**src/design/sbsvf_pkg.sv**
```systemverilog
// Package for the stereo equalizer band: beat types, register indexes,
// controller commands and the per-form command programs.
// No dependencies.
`timescale 1ns / 1ps

package sbsvf_pkg;

  localparam int SAMPLE_BITS = 24;
  localparam int COEF_W      = 32;
  localparam int LEAK_W      = 15;
  localparam int THR_W       = 16;
  localparam int LEAK_FRAC   = 15;
  localparam int SPLIT       = 28;
  localparam int TERM_W      = 62;
  localparam int ACC_W       = 64;
  localparam int CFG_IDX_W   = 3;
  localparam int CFG_DATA_W  = 32;
  localparam int STEP_W      = 5;

  localparam logic [CFG_IDX_W-1:0] REG_FORM  = 3'd0;
  localparam logic [CFG_IDX_W-1:0] REG_COEF0 = 3'd1;
  localparam logic [CFG_IDX_W-1:0] REG_COEF1 = 3'd2;
  localparam logic [CFG_IDX_W-1:0] REG_COEF2 = 3'd3;
  localparam logic [CFG_IDX_W-1:0] REG_COEF3 = 3'd4;
  localparam logic [CFG_IDX_W-1:0] REG_COEF4 = 3'd5;
  localparam logic [CFG_IDX_W-1:0] REG_LEAK  = 3'd6;
  localparam logic [CFG_IDX_W-1:0] REG_THR   = 3'd7;

  localparam logic [STEP_W-1:0] TAIL_COMMIT = 5'd7;

  typedef struct packed {
    logic signed [SAMPLE_BITS-1:0] left_sample;
    logic signed [SAMPLE_BITS-1:0] right_sample;
  } in_beat_t;

  typedef struct packed {
    logic signed [SAMPLE_BITS-1:0] left_out;
    logic signed [SAMPLE_BITS-1:0] right_out;
  } out_beat_t;

  typedef enum logic [2:0] {
    CMD_LOAD, CMD_ADD, CMD_MAC, CMD_STORE, CMD_FLUSH, CMD_COMMIT, CMD_END
  } cmd_kind_t;

  typedef enum logic [2:0] {
    OPD_ZERO, OPD_IN, OPD_V1, OPD_V2, OPD_NA, OPD_NB, OPD_NC
  } opnd_t;

  typedef enum logic [2:0] {
    CS_C0, CS_C1, CS_C2, CS_C3, CS_C4, CS_LEAK
  } csel_t;

  typedef enum logic [1:0] {
    DST_NA, DST_NB, DST_NC, DST_OUT
  } dst_t;

  typedef struct packed {
    cmd_kind_t kind;
    logic      neg;
    logic      dbl;
    opnd_t     opnd;
    csel_t     csel;
    dst_t      dst;
  } cmd_t;

  typedef enum logic [2:0] {
    DP_IDLE, DP_ACCEPT, DP_EXEC, DP_MHI, DP_MSUM, DP_MACC, DP_OUTLOAD
  } dp_op_t;

  typedef struct packed {
    dp_op_t op;
    logic   ch;
    cmd_t   cmd;
  } ctrl_t;

  typedef struct packed {
    logic [1:0] form;
    logic       zero;
    logic       out_busy;
  } stat_t;

  typedef enum logic [2:0] {
    S_IDLE, S_EXEC, S_MHI, S_MSUM, S_MACC, S_OUT
  } state_t;

  function automatic cmd_t mk(cmd_kind_t kind, logic neg, logic dbl, opnd_t opnd,
                              csel_t csel, dst_t dst);
    cmd_t c;
    c.kind = kind;
    c.neg  = neg;
    c.dbl  = dbl;
    c.opnd = opnd;
    c.csel = csel;
    c.dst  = dst;
    return c;
  endfunction

  function automatic cmd_t prog_main(logic [1:0] form, logic [STEP_W-1:0] step);
    cmd_t c;
    c = mk(CMD_END, 1'b0, 1'b0, OPD_ZERO, CS_C0, DST_NA);
    if (form[1]) begin
      case (step)
        5'd0:  c = mk(CMD_LOAD,  1'b0, 1'b0, OPD_IN,   CS_C0, DST_NA);
        5'd1:  c = mk(CMD_ADD,   1'b1, 1'b0, OPD_V2,   CS_C0, DST_NA);
        5'd2:  c = mk(CMD_STORE, 1'b0, 1'b0, OPD_ZERO, CS_C0, DST_NC);
        5'd3:  c = mk(CMD_LOAD,  1'b0, 1'b0, OPD_ZERO, CS_C0, DST_NA);
        5'd4:  c = mk(CMD_MAC,   1'b0, 1'b0, OPD_V1,   CS_C0, DST_NA);
        5'd5:  c = mk(CMD_MAC,   1'b0, 1'b0, OPD_NC,   CS_C1, DST_NA);
        5'd6:  c = mk(CMD_STORE, 1'b0, 1'b0, OPD_ZERO, CS_C0, DST_NA);
        5'd7:  c = mk(CMD_LOAD,  1'b0, 1'b0, OPD_V2,   CS_C0, DST_NA);
        5'd8:  c = mk(CMD_MAC,   1'b0, 1'b0, OPD_V1,   CS_C1, DST_NA);
        5'd9:  c = mk(CMD_MAC,   1'b0, 1'b0, OPD_NC,   CS_C2, DST_NA);
        5'd10: c = mk(CMD_STORE, 1'b0, 1'b0, OPD_ZERO, CS_C0, DST_NB);
        5'd11: c = mk(CMD_LOAD,  1'b0, 1'b0, OPD_IN,   CS_C0, DST_NA);
        5'd12: c = mk(CMD_MAC,   1'b0, 1'b0, OPD_NA,   CS_C3, DST_NA);
        5'd13: c = mk(CMD_STORE, 1'b0, 1'b0, OPD_ZERO, CS_C0, DST_OUT);
        5'd14: c = mk(CMD_LOAD,  1'b0, 1'b1, OPD_NA,   CS_C0, DST_NA);
        5'd15: c = mk(CMD_ADD,   1'b1, 1'b0, OPD_V1,   CS_C0, DST_NA);
        5'd16: c = mk(CMD_STORE, 1'b0, 1'b0, OPD_ZERO, CS_C0, DST_NA);
        5'd17: c = mk(CMD_LOAD,  1'b0, 1'b1, OPD_NB,   CS_C0, DST_NA);
        5'd18: c = mk(CMD_ADD,   1'b1, 1'b0, OPD_V2,   CS_C0, DST_NA);
        5'd19: c = mk(CMD_STORE, 1'b0, 1'b0, OPD_ZERO, CS_C0, DST_NB);
        default: c = mk(CMD_END, 1'b0, 1'b0, OPD_ZERO, CS_C0, DST_NA);
      endcase
    end else if (form[0]) begin
      case (step)
        5'd0:  c = mk(CMD_LOAD,  1'b0, 1'b0, OPD_ZERO, CS_C0, DST_NA);
        5'd1:  c = mk(CMD_MAC,   1'b0, 1'b0, OPD_IN,   CS_C0, DST_NA);
        5'd2:  c = mk(CMD_ADD,   1'b0, 1'b0, OPD_V1,   CS_C0, DST_NA);
        5'd3:  c = mk(CMD_STORE, 1'b0, 1'b0, OPD_ZERO, CS_C0, DST_NC);
        5'd4:  c = mk(CMD_LOAD,  1'b0, 1'b0, OPD_NC,   CS_C0, DST_NA);
        5'd5:  c = mk(CMD_STORE, 1'b0, 1'b0, OPD_ZERO, CS_C0, DST_OUT);
        5'd6:  c = mk(CMD_LOAD,  1'b0, 1'b0, OPD_V2,   CS_C0, DST_NA);
        5'd7:  c = mk(CMD_MAC,   1'b0, 1'b0, OPD_IN,   CS_C1, DST_NA);
        5'd8:  c = mk(CMD_MAC,   1'b1, 1'b0, OPD_NC,   CS_C3, DST_NA);
        5'd9:  c = mk(CMD_STORE, 1'b0, 1'b0, OPD_ZERO, CS_C0, DST_NA);
        5'd10: c = mk(CMD_LOAD,  1'b0, 1'b0, OPD_ZERO, CS_C0, DST_NA);
        5'd11: c = mk(CMD_MAC,   1'b0, 1'b0, OPD_IN,   CS_C2, DST_NA);
        5'd12: c = mk(CMD_MAC,   1'b1, 1'b0, OPD_NC,   CS_C4, DST_NA);
        5'd13: c = mk(CMD_STORE, 1'b0, 1'b0, OPD_ZERO, CS_C0, DST_NB);
        default: c = mk(CMD_END, 1'b0, 1'b0, OPD_ZERO, CS_C0, DST_NA);
      endcase
    end else begin
      case (step)
        5'd0:  c = mk(CMD_LOAD,  1'b0, 1'b0, OPD_IN,   CS_C0, DST_NA);
        5'd1:  c = mk(CMD_MAC,   1'b1, 1'b0, OPD_V1,   CS_C3, DST_NA);
        5'd2:  c = mk(CMD_MAC,   1'b1, 1'b0, OPD_V2,   CS_C4, DST_NA);
        5'd3:  c = mk(CMD_STORE, 1'b0, 1'b0, OPD_ZERO, CS_C0, DST_NC);
        5'd4:  c = mk(CMD_LOAD,  1'b0, 1'b0, OPD_ZERO, CS_C0, DST_NA);
        5'd5:  c = mk(CMD_MAC,   1'b0, 1'b0, OPD_NC,   CS_C0, DST_NA);
        5'd6:  c = mk(CMD_MAC,   1'b0, 1'b0, OPD_V1,   CS_C1, DST_NA);
        5'd7:  c = mk(CMD_MAC,   1'b0, 1'b0, OPD_V2,   CS_C2, DST_NA);
        5'd8:  c = mk(CMD_STORE, 1'b0, 1'b0, OPD_ZERO, CS_C0, DST_OUT);
        5'd9:  c = mk(CMD_LOAD,  1'b0, 1'b0, OPD_NC,   CS_C0, DST_NA);
        5'd10: c = mk(CMD_STORE, 1'b0, 1'b0, OPD_ZERO, CS_C0, DST_NA);
        5'd11: c = mk(CMD_LOAD,  1'b0, 1'b0, OPD_V1,   CS_C0, DST_NA);
        5'd12: c = mk(CMD_STORE, 1'b0, 1'b0, OPD_ZERO, CS_C0, DST_NB);
        default: c = mk(CMD_END, 1'b0, 1'b0, OPD_ZERO, CS_C0, DST_NA);
      endcase
    end
    return c;
  endfunction

  function automatic cmd_t prog_tail(logic [STEP_W-1:0] step);
    cmd_t c;
    case (step)
      5'd0: c = mk(CMD_LOAD,  1'b0, 1'b0, OPD_ZERO, CS_C0,   DST_NA);
      5'd1: c = mk(CMD_MAC,   1'b0, 1'b0, OPD_NA,   CS_LEAK, DST_NA);
      5'd2: c = mk(CMD_STORE, 1'b0, 1'b0, OPD_ZERO, CS_C0,   DST_NA);
      5'd3: c = mk(CMD_LOAD,  1'b0, 1'b0, OPD_ZERO, CS_C0,   DST_NA);
      5'd4: c = mk(CMD_MAC,   1'b0, 1'b0, OPD_NB,   CS_LEAK, DST_NA);
      5'd5: c = mk(CMD_STORE, 1'b0, 1'b0, OPD_ZERO, CS_C0,   DST_NB);
      5'd6: c = mk(CMD_FLUSH, 1'b0, 1'b0, OPD_ZERO, CS_C0,   DST_NA);
      default: c = mk(CMD_COMMIT, 1'b0, 1'b0, OPD_ZERO, CS_C0, DST_NA);
    endcase
    return c;
  endfunction

endpackage

```
**src/design/sbsvf_controller.sv**
```systemverilog
// Sequencer for the equalizer band: walks the command program of the
// selected form for each channel and steps the shared multiplier.
// Depends on sbsvf_pkg.
`timescale 1ns / 1ps

module sbsvf_controller (
  input  logic            clk,
  input  logic            rst_n,
  input  logic            in_valid,
  output logic            in_stall,
  input  sbsvf_pkg::stat_t stat,
  output sbsvf_pkg::ctrl_t ctrl
);
  import sbsvf_pkg::*;

  state_t             state_r, state_nxt;
  logic [STEP_W-1:0]  step_r, step_nxt;
  logic               tail_r, tail_nxt;
  logic               ch_r, ch_nxt;
  cmd_t               cmd;

  assign cmd = tail_r ? prog_tail(step_r) : prog_main(stat.form, step_r);

  always_ff @(posedge clk) begin
    if (!rst_n) begin
      state_r <= S_IDLE;
      step_r  <= '0;
      tail_r  <= 1'b0;
      ch_r    <= 1'b0;
    end else begin
      state_r <= state_nxt;
      step_r  <= step_nxt;
      tail_r  <= tail_nxt;
      ch_r    <= ch_nxt;
    end
  end

  always_comb begin
    state_nxt = state_r;
    step_nxt  = step_r;
    tail_nxt  = tail_r;
    ch_nxt    = ch_r;
    ctrl.op   = DP_IDLE;
    ctrl.ch   = ch_r;
    ctrl.cmd  = cmd;
    in_stall  = (state_r != S_IDLE);
    case (state_r)
      S_IDLE: begin
        if (in_valid) begin
          ctrl.op   = DP_ACCEPT;
          ch_nxt    = 1'b0;
          tail_nxt  = 1'b0;
          step_nxt  = '0;
          state_nxt = S_EXEC;
        end
      end
      S_EXEC: begin
        ctrl.op = DP_EXEC;
        case (cmd.kind)
          CMD_MAC: state_nxt = S_MHI;
          CMD_END: begin
            tail_nxt = 1'b1;
            step_nxt = stat.zero ? '0 : TAIL_COMMIT;
          end
          CMD_COMMIT: begin
            if (ch_r) begin
              state_nxt = S_OUT;
            end else begin
              ch_nxt   = 1'b1;
              tail_nxt = 1'b0;
              step_nxt = '0;
            end
          end
          default: step_nxt = step_r + 1'b1;
        endcase
      end
      S_MHI: begin
        ctrl.op   = DP_MHI;
        state_nxt = S_MSUM;
      end
      S_MSUM: begin
        ctrl.op   = DP_MSUM;
        state_nxt = S_MACC;
      end
      S_MACC: begin
        ctrl.op   = DP_MACC;
        step_nxt  = step_r + 1'b1;
        state_nxt = S_EXEC;
      end
      S_OUT: begin
        if (!stat.out_busy) begin
          ctrl.op   = DP_OUTLOAD;
          state_nxt = S_IDLE;
        end
      end
      default: state_nxt = S_IDLE;
    endcase
  end

endmodule

```
**config.mk**
```make
export PLATFORM = sky130hd
export DESIGN_NAME = sbsvf_controller
export DESIGN_NICKNAME = d
export VERILOG_FILES = /design/src/design/sbsvf_pkg.sv /design/src/design/sbsvf_controller.sv
export SDC_FILE = /design/constraint.sdc
export NUM_CORES = 1
export LEC_CHECK = 0
export ABC_AREA = 0
export BUFFER_PORTS_ARGS = -buffer_cell sky130_fd_sc_hd__buf_2
export CORE_MARGIN = 2
export CORE_UTILIZATION = 37
export CTS_BUF_LIST = sky130_fd_sc_hd__clkbuf_4 sky130_fd_sc_hd__clkbuf_8 sky130_fd_sc_hd__clkbuf_16
export CTS_CLUSTER_DIAMETER = 100
export CTS_CLUSTER_SIZE = 8
export DETAILED_ROUTE_END_ITERATION = 8
export SKIP_CTS_REPAIR_TIMING = 1
export SLEW_MARGIN = 10
export SYNTH_ARGS = -nofsm -noshare
export SYNTH_HDL_FRONTEND = slang
export SYNTH_SLANG_ARGS = --single-unit
export TNS_END_PERCENT = 100
```
**constraint.sdc**
```tcl
create_clock -name clk -period 7.4 [get_ports clk]
set_input_delay 2.22 -clock clk [delete_from_list [all_inputs] [get_ports clk]]
set_output_delay 2.22 -clock clk [all_outputs]
set_load 0.02 [all_outputs]
```
==> metrics.cfg, run 1 <==
[finish]
syn2layout_area_growth_pct=8.69
seq_area_um2=901
num_antenna_cells=0
drive_gt1_frac=0.168
mostFrequentLayoutCells=dfxtp_1 (45), nand2_1 (33), buf_2 (24)
final_cell_area_um2=2850
multi_input_area_um2=1530
final_common_cell=dfxtp_1
nets=344
nFillCells=727

[floorplanning]
die_w_um=88.2
start_util=0.384
dieHeight_um=88.2
ios=25
core_area_um2=6830
die_area_um2=7770
rows=30

[status]
status=completed

[clock_network]
clock_sinks=45
htreeDepth=2
cts.clk_slew.worst_paths_ns=0.09
numCtsBuffers=5
cts_root_buf=clkbuf_8
clkLatencyLatePin_ns=0.31
tritoncts=yes
clk_path_buf_depth=2

[power_and_ir_drop]
power_frac_clock=0.199
p_seq_frac=0.394
power.switching_w=0.000328
power_density_nw_per_um2=281
p_leak_nw=1.24
comb_power_share=0.407
max-vdd-ir-drop_uv=107
power.total_w=0.000802
swShare=0.409
intPower_w=0.000474

[worst_setup_path]
crit_path_start=stat[2]
reg2reg_depth=14
cp_max_fo=12
crit_required_ns=5.18
end_kind=output port
max_stage_delay_ns=0.36
crit_end=ctrl[10]
critPathSlowestCell=mux2_1
reg2reg_slack_ns=3.34
timing.rr.start=step_r[0]
critPathKind=input port to output port
cpMostUsedCell=buf_2
worst_setup_path_start_kind=input port
crit_chain=buf_2, mux2_1, a221oi_1, a31o_1, inv_2, buf_2
worst_ep_arrival_time_ns=3.80

[logic_synthesis]
synth_compound_area_frac=0.228
yosysTopAreaCell=dfxtp_1
synth_area_leaders=dfxtp_1 (34%), ha_1 (5.3%), nand2_1 (4.7%)
synth_top_family_by_area=simple AND/OR/NAND/NOR gates
syn-cell-area_um2=2620
ys_seq_area_frac=0.344
synth_ff_type=dfxtp_1
ys_types=65
synthAdderAreaFrac=0.0525
syn_inst=316
synth_edf_count=0
async_flop_share=0
syn_avg_cell_area_um2=8.30
synthMuxAreaShare=0.0635
ys_ff_latch=45
synth.yosys.warnings=0
synth-xor-area-share=0.0100
yosys.area_share.simple=0.231
yosysTopAreaCellShare=0.344
syn_nets=334

[global_routing]
first_global_vias=2083
grt_max_degree=19
overflow=0
antenna_found_initial=0
grt_first_pass_wirelength_um=10700
grt_usage=0.178

[route]
wire_per_inst_um=15.4
drc=0
dr.first_iter.drc_count=264
totalWireLength_um=6500
firstDrtPassIters=5
vias_per_cell=5.44
ant_nets=0
num_vias=2303

[sta]
tightest_slew_ns=0.734
drv_slew=0
relSlewSlack=0.511
timing.fmax_mhz=166
fin_crit_ns=6.02
worst_slack_ns=1.38
finalSetupViolCount=0
fin_skew_ns=0.00259
rsz0062_at_grt=false
hold_violations=0
fin_crit_sh=0.813
tns_ns=0

[placement]
post-place-ws_ns=1.33
placed_area_um2=2760
portBuffers=24
gp_congestion=0.942
hpwl_um=4810

[flow_run]
maxCapViolations=0

[hold_path]
min_path_type=register to register
hold_depth=2

[stage by stage]
| stage | util | cells | hold slack [ns] |
|---|---|---|---|
| after floorplan | - | 316 | 0.570 |
| after global placement | 0.403 | 415 | 0.638 |
| after detailed placement | 0.403 | 415 | 0.633 |
| after CTS | 0.417 | 423 | 0.647 |
| after global routing | 0.417 | 423 | 0.723 |
| final | 0.417 | 423 | 0.650 |
[critical path, delay by kind of cell]
family	cells	cell delay [ns]
AO/OA/AOI/OAI	2	0.69
multiplexers	1	0.36
buffers and inverters	3	0.52
[logic make-up after synthesis]
logic type               count (synthesis)
XOR/XNOR                                 3
AO/OA/AOI/OAI                           84
AND/OR/NAND/NOR                        116
adder cells (fa/ha/maj)                 11
multiplexers                            16
flip-flops                              45
buffers and inverters                   41
[synth_stat cells (7+ instances only)]
cell      number
clkbuf_1      11
a21oi_1       17
nand3_1       16
mux2i_1       11
dfxtp_1       45
o21ai_0       13
nand2_1       33
nor2_1        19
inv_1         14
ha_1          11
a31oi_1        7
nor3_1        14
buf_2          7
[worst min-delay path by stage]
stage,startpoint,endpoint,slack (ns)
global placement,tail_r,tail_r,0.64
floorplan,ch_r,ch_r,0.57
finish,ch_r,ch_r,0.65
CTS,ch_r,ch_r,0.65
global route,ch_r,ch_r,0.72
detailed placement,ch_r,ch_r,0.63
[area by class of cell]
| type | count | share of cell area |
|---|---|---|
| Multi-Input combinational cell | 230 | 0.538 |
| Sequential cell | 45 | 0.316 |
| Timing Repair Buffer | 26 | 0.0474 |
| Tap cell | 96 | 0.0422 |
| Clock buffer | 5 | 0.0242 |
| Inverter | 18 | 0.0237 |
| Clock inverter | 3 | 0.00878 |
[power groups by stage]
stage / Clock [W] / Sequential (W) / Combinational [W]
finish: 0.000160 / 0.000316 / 0.000326
floorplan: 0 / 0.000301 / 0.000270
CTS: 0.000162 / 0.000316 / 0.000324
global route: 0.000176 / 0.000322 / 0.000359
global placement: 0 / 0.000322 / 0.000323
detailed placement: 0 / 0.000322 / 0.000323
[per-layer routing]
metal	vias to the layer above	global-route usage	wire length, µm
met3	8	0.0311	296
met2	66	0.262	2850
li1	1153	-	-
met4	0	0.0537	74
met1	1076	0.265	3290
met5	-	0	0
Note: power is estimated with default switching activity, not from simulation.
==> inputs of run 2 (changes only) <==
--- a/config.mk
+++ b/config.mk
@@ -5,7 +5,7 @@
 export SDC_FILE = /design/constraint.sdc
 export NUM_CORES = 1
 export LEC_CHECK = 0
-export ABC_AREA = 0
+export ABC_AREA = 1
 export BUFFER_PORTS_ARGS = -buffer_cell sky130_fd_sc_hd__buf_2
 export CORE_MARGIN = 2
 export CORE_UTILIZATION = 37
==> constraint.sdc (replaced) <==
create_clock -name clk -period 5.9 [get_ports clk]
set_input_delay 1.77 -clock clk [delete_from_list [all_inputs] [get_ports clk]]
set_output_delay 1.77 -clock clk [all_outputs]
set_load 0.02 [all_outputs]
==> metrics.cfg, run 2 <==
[status]
status=completed

[hold_path]
min_path_type=register to register
hold_depth=2

[logic_synthesis]
netlist_top_cells_count=nand2_1 (99), dfxtp_1 (45), inv_1 (40)
ys_seq_area_frac=0.340
synth-xor-area-share=0.00662
synth_area_leaders=dfxtp_1 (34%), nand2_1 (14%), nand3_1 (7.2%)
syn_nets=398
syn_inst=380
syn-cell-area_um2=2650
synth.yosys.warnings=0
yosysTopAreaCell=dfxtp_1
synth_compound_area_frac=0.129
synthAdderAreaFrac=0.0520
ys_types=42
ys_ff_latch=45
syn_avg_cell_area_um2=6.97
synth_top_family_by_area=simple AND/OR/NAND/NOR gates
yosys.area_share.simple=0.379
async_flop_share=0
synth_ff_type=dfxtp_1
synthMuxAreaShare=0.00378
synth_edf_count=0
yosysTopAreaCellShare=0.340
yosys.cell_count.top_type=nand2_1

[placement]
gp_congestion=0.910
hpwl_um=5550
post-place-ws_ns=1.02
portBuffers=24

[sta]
tightest_slew_ns=0.680
fin_crit_sh=0.829
fin_crit_ns=4.89
drv_slew=0
relSlewSlack=0.545
rsz0062_at_grt=false
tns_ns=0
finalSetupViolCount=0
hold_violations=0
timing.fmax_mhz=204
fin_skew_ns=0.0132
worst_slack_ns=1.01

[global_routing]
first_global_vias=2264
antenna_found_initial=0
grt_usage=0.190
grt_max_degree=16
grt_first_pass_wirelength_um=11500
overflow=0

[route]
firstDrtPassIters=5
dr.first_iter.drc_count=155
ant_nets=0
totalWireLength_um=6960
vias_per_cell=5.07
num_vias=2539
drc=0
wire_per_inst_um=13.9

[worst_setup_path]
worst_setup_path_start_kind=input port
end_kind=output port
reg2reg_depth=18
cp_max_fo=7
worst_ep_arrival_time_ns=3.12
crit_required_ns=4.13
timing.rr.start=tail_r
critPathKind=input port to output port
crit_path_start=stat[3]
crit_end=ctrl[5]
reg2reg_slack_ns=2.34

[clock_network]
cts_root_buf=clkbuf_8
clkLatencyLatePin_ns=0.30
numCtsBuffers=5
tritoncts=yes
htreeDepth=2
clk_path_buf_depth=2
cts.clk_slew.worst_paths_ns=0.09
clock_sinks=45

[finish]
drive_gt1_frac=0.175
nets=422
mostFrequentLayoutCells=nand2_1 (99), dfxtp_1 (45), inv_1 (40)
syn2layout_area_growth_pct=11.6
num_antenna_cells=0
final_common_cell=nand2_1

[power_and_ir_drop]
power.total_w=0.00125
power_density_nw_per_um2=422
max-vdd-ir-drop_uv=131
p_leak_nw=1.43

[floorplanning]
ios=25
core_area_um2=6870
die_w_um=88.6
start_util=0.385
rows=30
dieHeight_um=88.6
die_area_um2=7850

[flow_run]
maxCapViolations=0

## run 2: cell count changes after synthesis, sizes merged, moves of 6 or more
cell    change
inv        +30
and3        -6
nand3      +29
a31oi       -7
nand2      +73
mux2i      -10
nor2       +26
nor3        -8
clkbuf     -10
## run 2: worst min-delay path by stage
stage	from	end	slack (ns)
after detailed placement	ch_r	ch_r	0.51
after CTS	ch_r	ch_r	0.53
after global routing	ch_r	ch_r	0.57
after floorplan	ch_r	ch_r	0.48
final	ch_r	ch_r	0.52
after global placement	ch_r	ch_r	0.51
## run 2: report_power, final
part	total [W]	switching (W)	internal, W
logic	0.000584	0.000404	0.000181
registers	0.000425	0.0000427	0.000382
clock network	0.000239	0.000107	0.000132
## run 2: logic make-up (layout without fill, tap and decap cells)
kind of cell               Yosys count  after routing
and+or+nand+nor                    210            210
buffers and inverters               56             81
AOI/OAI and AO/OA                   55             55
DFF                                 45             45
adders and majority gates           11             11
xor gates and xnor gates             2              2
muxes                                1              1
## run 2: area by class of cell
cell class	instances	area, µm²
clock buffers	6	76.3
clock inverters	2	38.8
fillers	724	3910
inverters	48	183
multi-input cells	279	1510
flip-flops and latches	45	901
well taps	96	120
repair buffers	25	128
## run 2: metal layers
layer | routed length (µm) | vias up | track usage | part of all wire
met5 | 0 | - | 0 | 0
met4 | 85 | 0 | 0.0413 | 0.012
met3 | 354 | 8 | 0.0280 | 0.051
met2 | 3000 | 72 | 0.287 | 0.43
met1 | 3520 | 1183 | 0.286 | 0.51
li1 | - | 1276 | - | -
## run 2: per-stage QoR
| stage | hold slack (ns) | cells | util | instance area, µm² |
|---|---|---|---|---|
| after floorplan | 0.477 | 380 | - | 2650 |
| after global placement | 0.509 | 493 | 0.413 | 2840 |
| after detailed placement | 0.512 | 493 | 0.413 | 2840 |
| after CTS | 0.525 | 501 | 0.430 | 2960 |
| after global routing | 0.567 | 501 | 0.430 | 2960 |
| final | 0.524 | 501 | 0.430 | 2960 |
## run 2: critical path, cell delays in order
cell and delay, ns:
buf_2 0.12, inv_2 0.11, nand2_2 0.10, nor2_1 0.13, inv_2 0.07, o311ai_0 0.54, buf_2 0.28
==> inputs of run 3 (changes only) <==
==> constraint.sdc (replaced) <==
create_clock -name clk -period 4.7 [get_ports clk]
set_input_delay 1.41 -clock clk [delete_from_list [all_inputs] [get_ports clk]]
set_output_delay 1.41 -clock clk [all_outputs]
set_load 0.02 [all_outputs]
==> metrics.cfg, run 3 (same netlist as run 2, synthesis figures left out) <==
[status]
status=completed

[route]
dr.first_iter.drc_count=127
num_vias=2519
vias_per_cell=5.01
firstDrtPassIters=5
wire_per_inst_um=14.2
drc=0
ant_nets=0
totalWireLength_um=7170

[placement]
gp_congestion=0.959
portBuffers=24
post-place-ws_ns=0.513
hpwl_um=5760

[sta]
tns_ns=0
drv_slew=0
timing.fmax_mhz=247
fin_crit_ns=4.04
worst_slack_ns=0.656
fin_skew_ns=0.0130
tightest_slew_ns=0.685
fin_crit_sh=0.860
relSlewSlack=0.541
finalSetupViolCount=0
rsz0062_at_grt=false
hold_violations=0

[hold_path]
min_from=ch_r
min_path_type=register to register

[finish]
drive_gt1_frac=0.179
nets=424
final_common_cell=nand2_1
num_antenna_cells=0
mostFrequentLayoutCells=nand2_1 (99), dfxtp_1 (45), inv_1 (40)
syn2layout_area_growth_pct=11.4

[clock_network]
htreeDepth=2
clkLatencyLatePin_ns=0.31
cts_root_buf=clkbuf_8
numCtsBuffers=5
clock_sinks=45
tritoncts=yes
clk_path_buf_depth=2
cts.clk_slew.worst_paths_ns=0.09

[floorplanning]
rows=30
dieHeight_um=88.6
ios=25
start_util=0.385
core_area_um2=6870
die_w_um=88.6
die_area_um2=7850

[global_routing]
antenna_found_initial=0
first_global_vias=2260
grt_first_pass_wirelength_um=11400
grt_max_degree=17
grt_usage=0.189
overflow=0

[worst_setup_path]
critPathSlowestCell=o311ai_0
crit_path_start=stat[3]
timing.rr.start=tail_r
worst_ep_arrival_time_ns=2.63
crit_chain=buf_2, inv_2, nand2_2, nor2_1, inv_2, o311ai_0, buf_2
worst_setup_path_start_kind=input port
crit_required_ns=3.29
max_stage_delay_ns=0.44
critPathKind=input port to output port
end_kind=output port
cp_max_fo=7

[power_and_ir_drop]
power.total_w=0.00153
p_leak_nw=1.42
max-vdd-ir-drop_uv=145
power_density_nw_per_um2=517

[flow_run]
maxCapViolations=0

-- run 3: cell count changes in the layout (fill, tap and decap cells not counted) --
| cell | previous run | this run |
|---|---|---|
| clkinvlp_4 | 0 | 1 |
| bufinv_16 | 1 | 0 |
| clkinv_4 | 1 | 0 |
| clkbuf_4 | 1 | 0 |
| buf_4 | 1 | 3 |
| inv_6 | 0 | 2 |
-- run 3: worst max-delay path: cells and delay by family --
family | cells | cell delay, ns
compound gates | 1 | 0.44
buf+inv | 4 | 0.55
simple gates | 2 | 0.23
-- run 3: final timing paths --
path / endpoint / slack [ns] / cells after the start
setup / recovery: ctrl[5] / 0.66 / 7
hold / removal: ch_r / 0.52 / 2
setup reg to reg: register / 1.34 / 18
hold reg to reg: ch_r / 0.52 / 2
-- run 3: metrics by stage --
stage | hold slack, ns | util | area, µm² | std cells
after floorplan | 0.477 | - | 2650 | 380
after detailed placement | 0.498 | 0.416 | 2860 | 495
after global placement | 0.507 | 0.416 | 2860 | 495
final | 0.519 | 0.429 | 2950 | 503
after global routing | 0.545 | 0.429 | 2950 | 503
after CTS | 0.512 | 0.429 | 2950 | 503
-- run 3: area by class of cell --
type | instances | area (µm²)
Clock buffer | 5 | 68.8
Clock inverter | 3 | 25.0
Fill cell | 754 | 3920
Inverter | 48 | 183
Multi-Input combinational cell | 279 | 1510
Sequential cell | 45 | 901
Tap cell | 96 | 120
Timing Repair Buffer | 27 | 143
-- run 3: power breakdown --
group,internal (W),total [W],switching [W]
registers,0.000479,0.000536,0.0000562
logic,0.000229,0.000735,0.000505
clock network,0.000109,0.000255,0.000146
total,0.000817,0.00153,0.000708
-- run 3: metal layers --
metal	up-vias	GRT usage	routed length [µm]
li1	1289	-	-
met1	1148	0.282	3690
met2	71	0.277	3090
met3	11	0.0271	272
met4	0	0.0689	108
met5	-	0	0
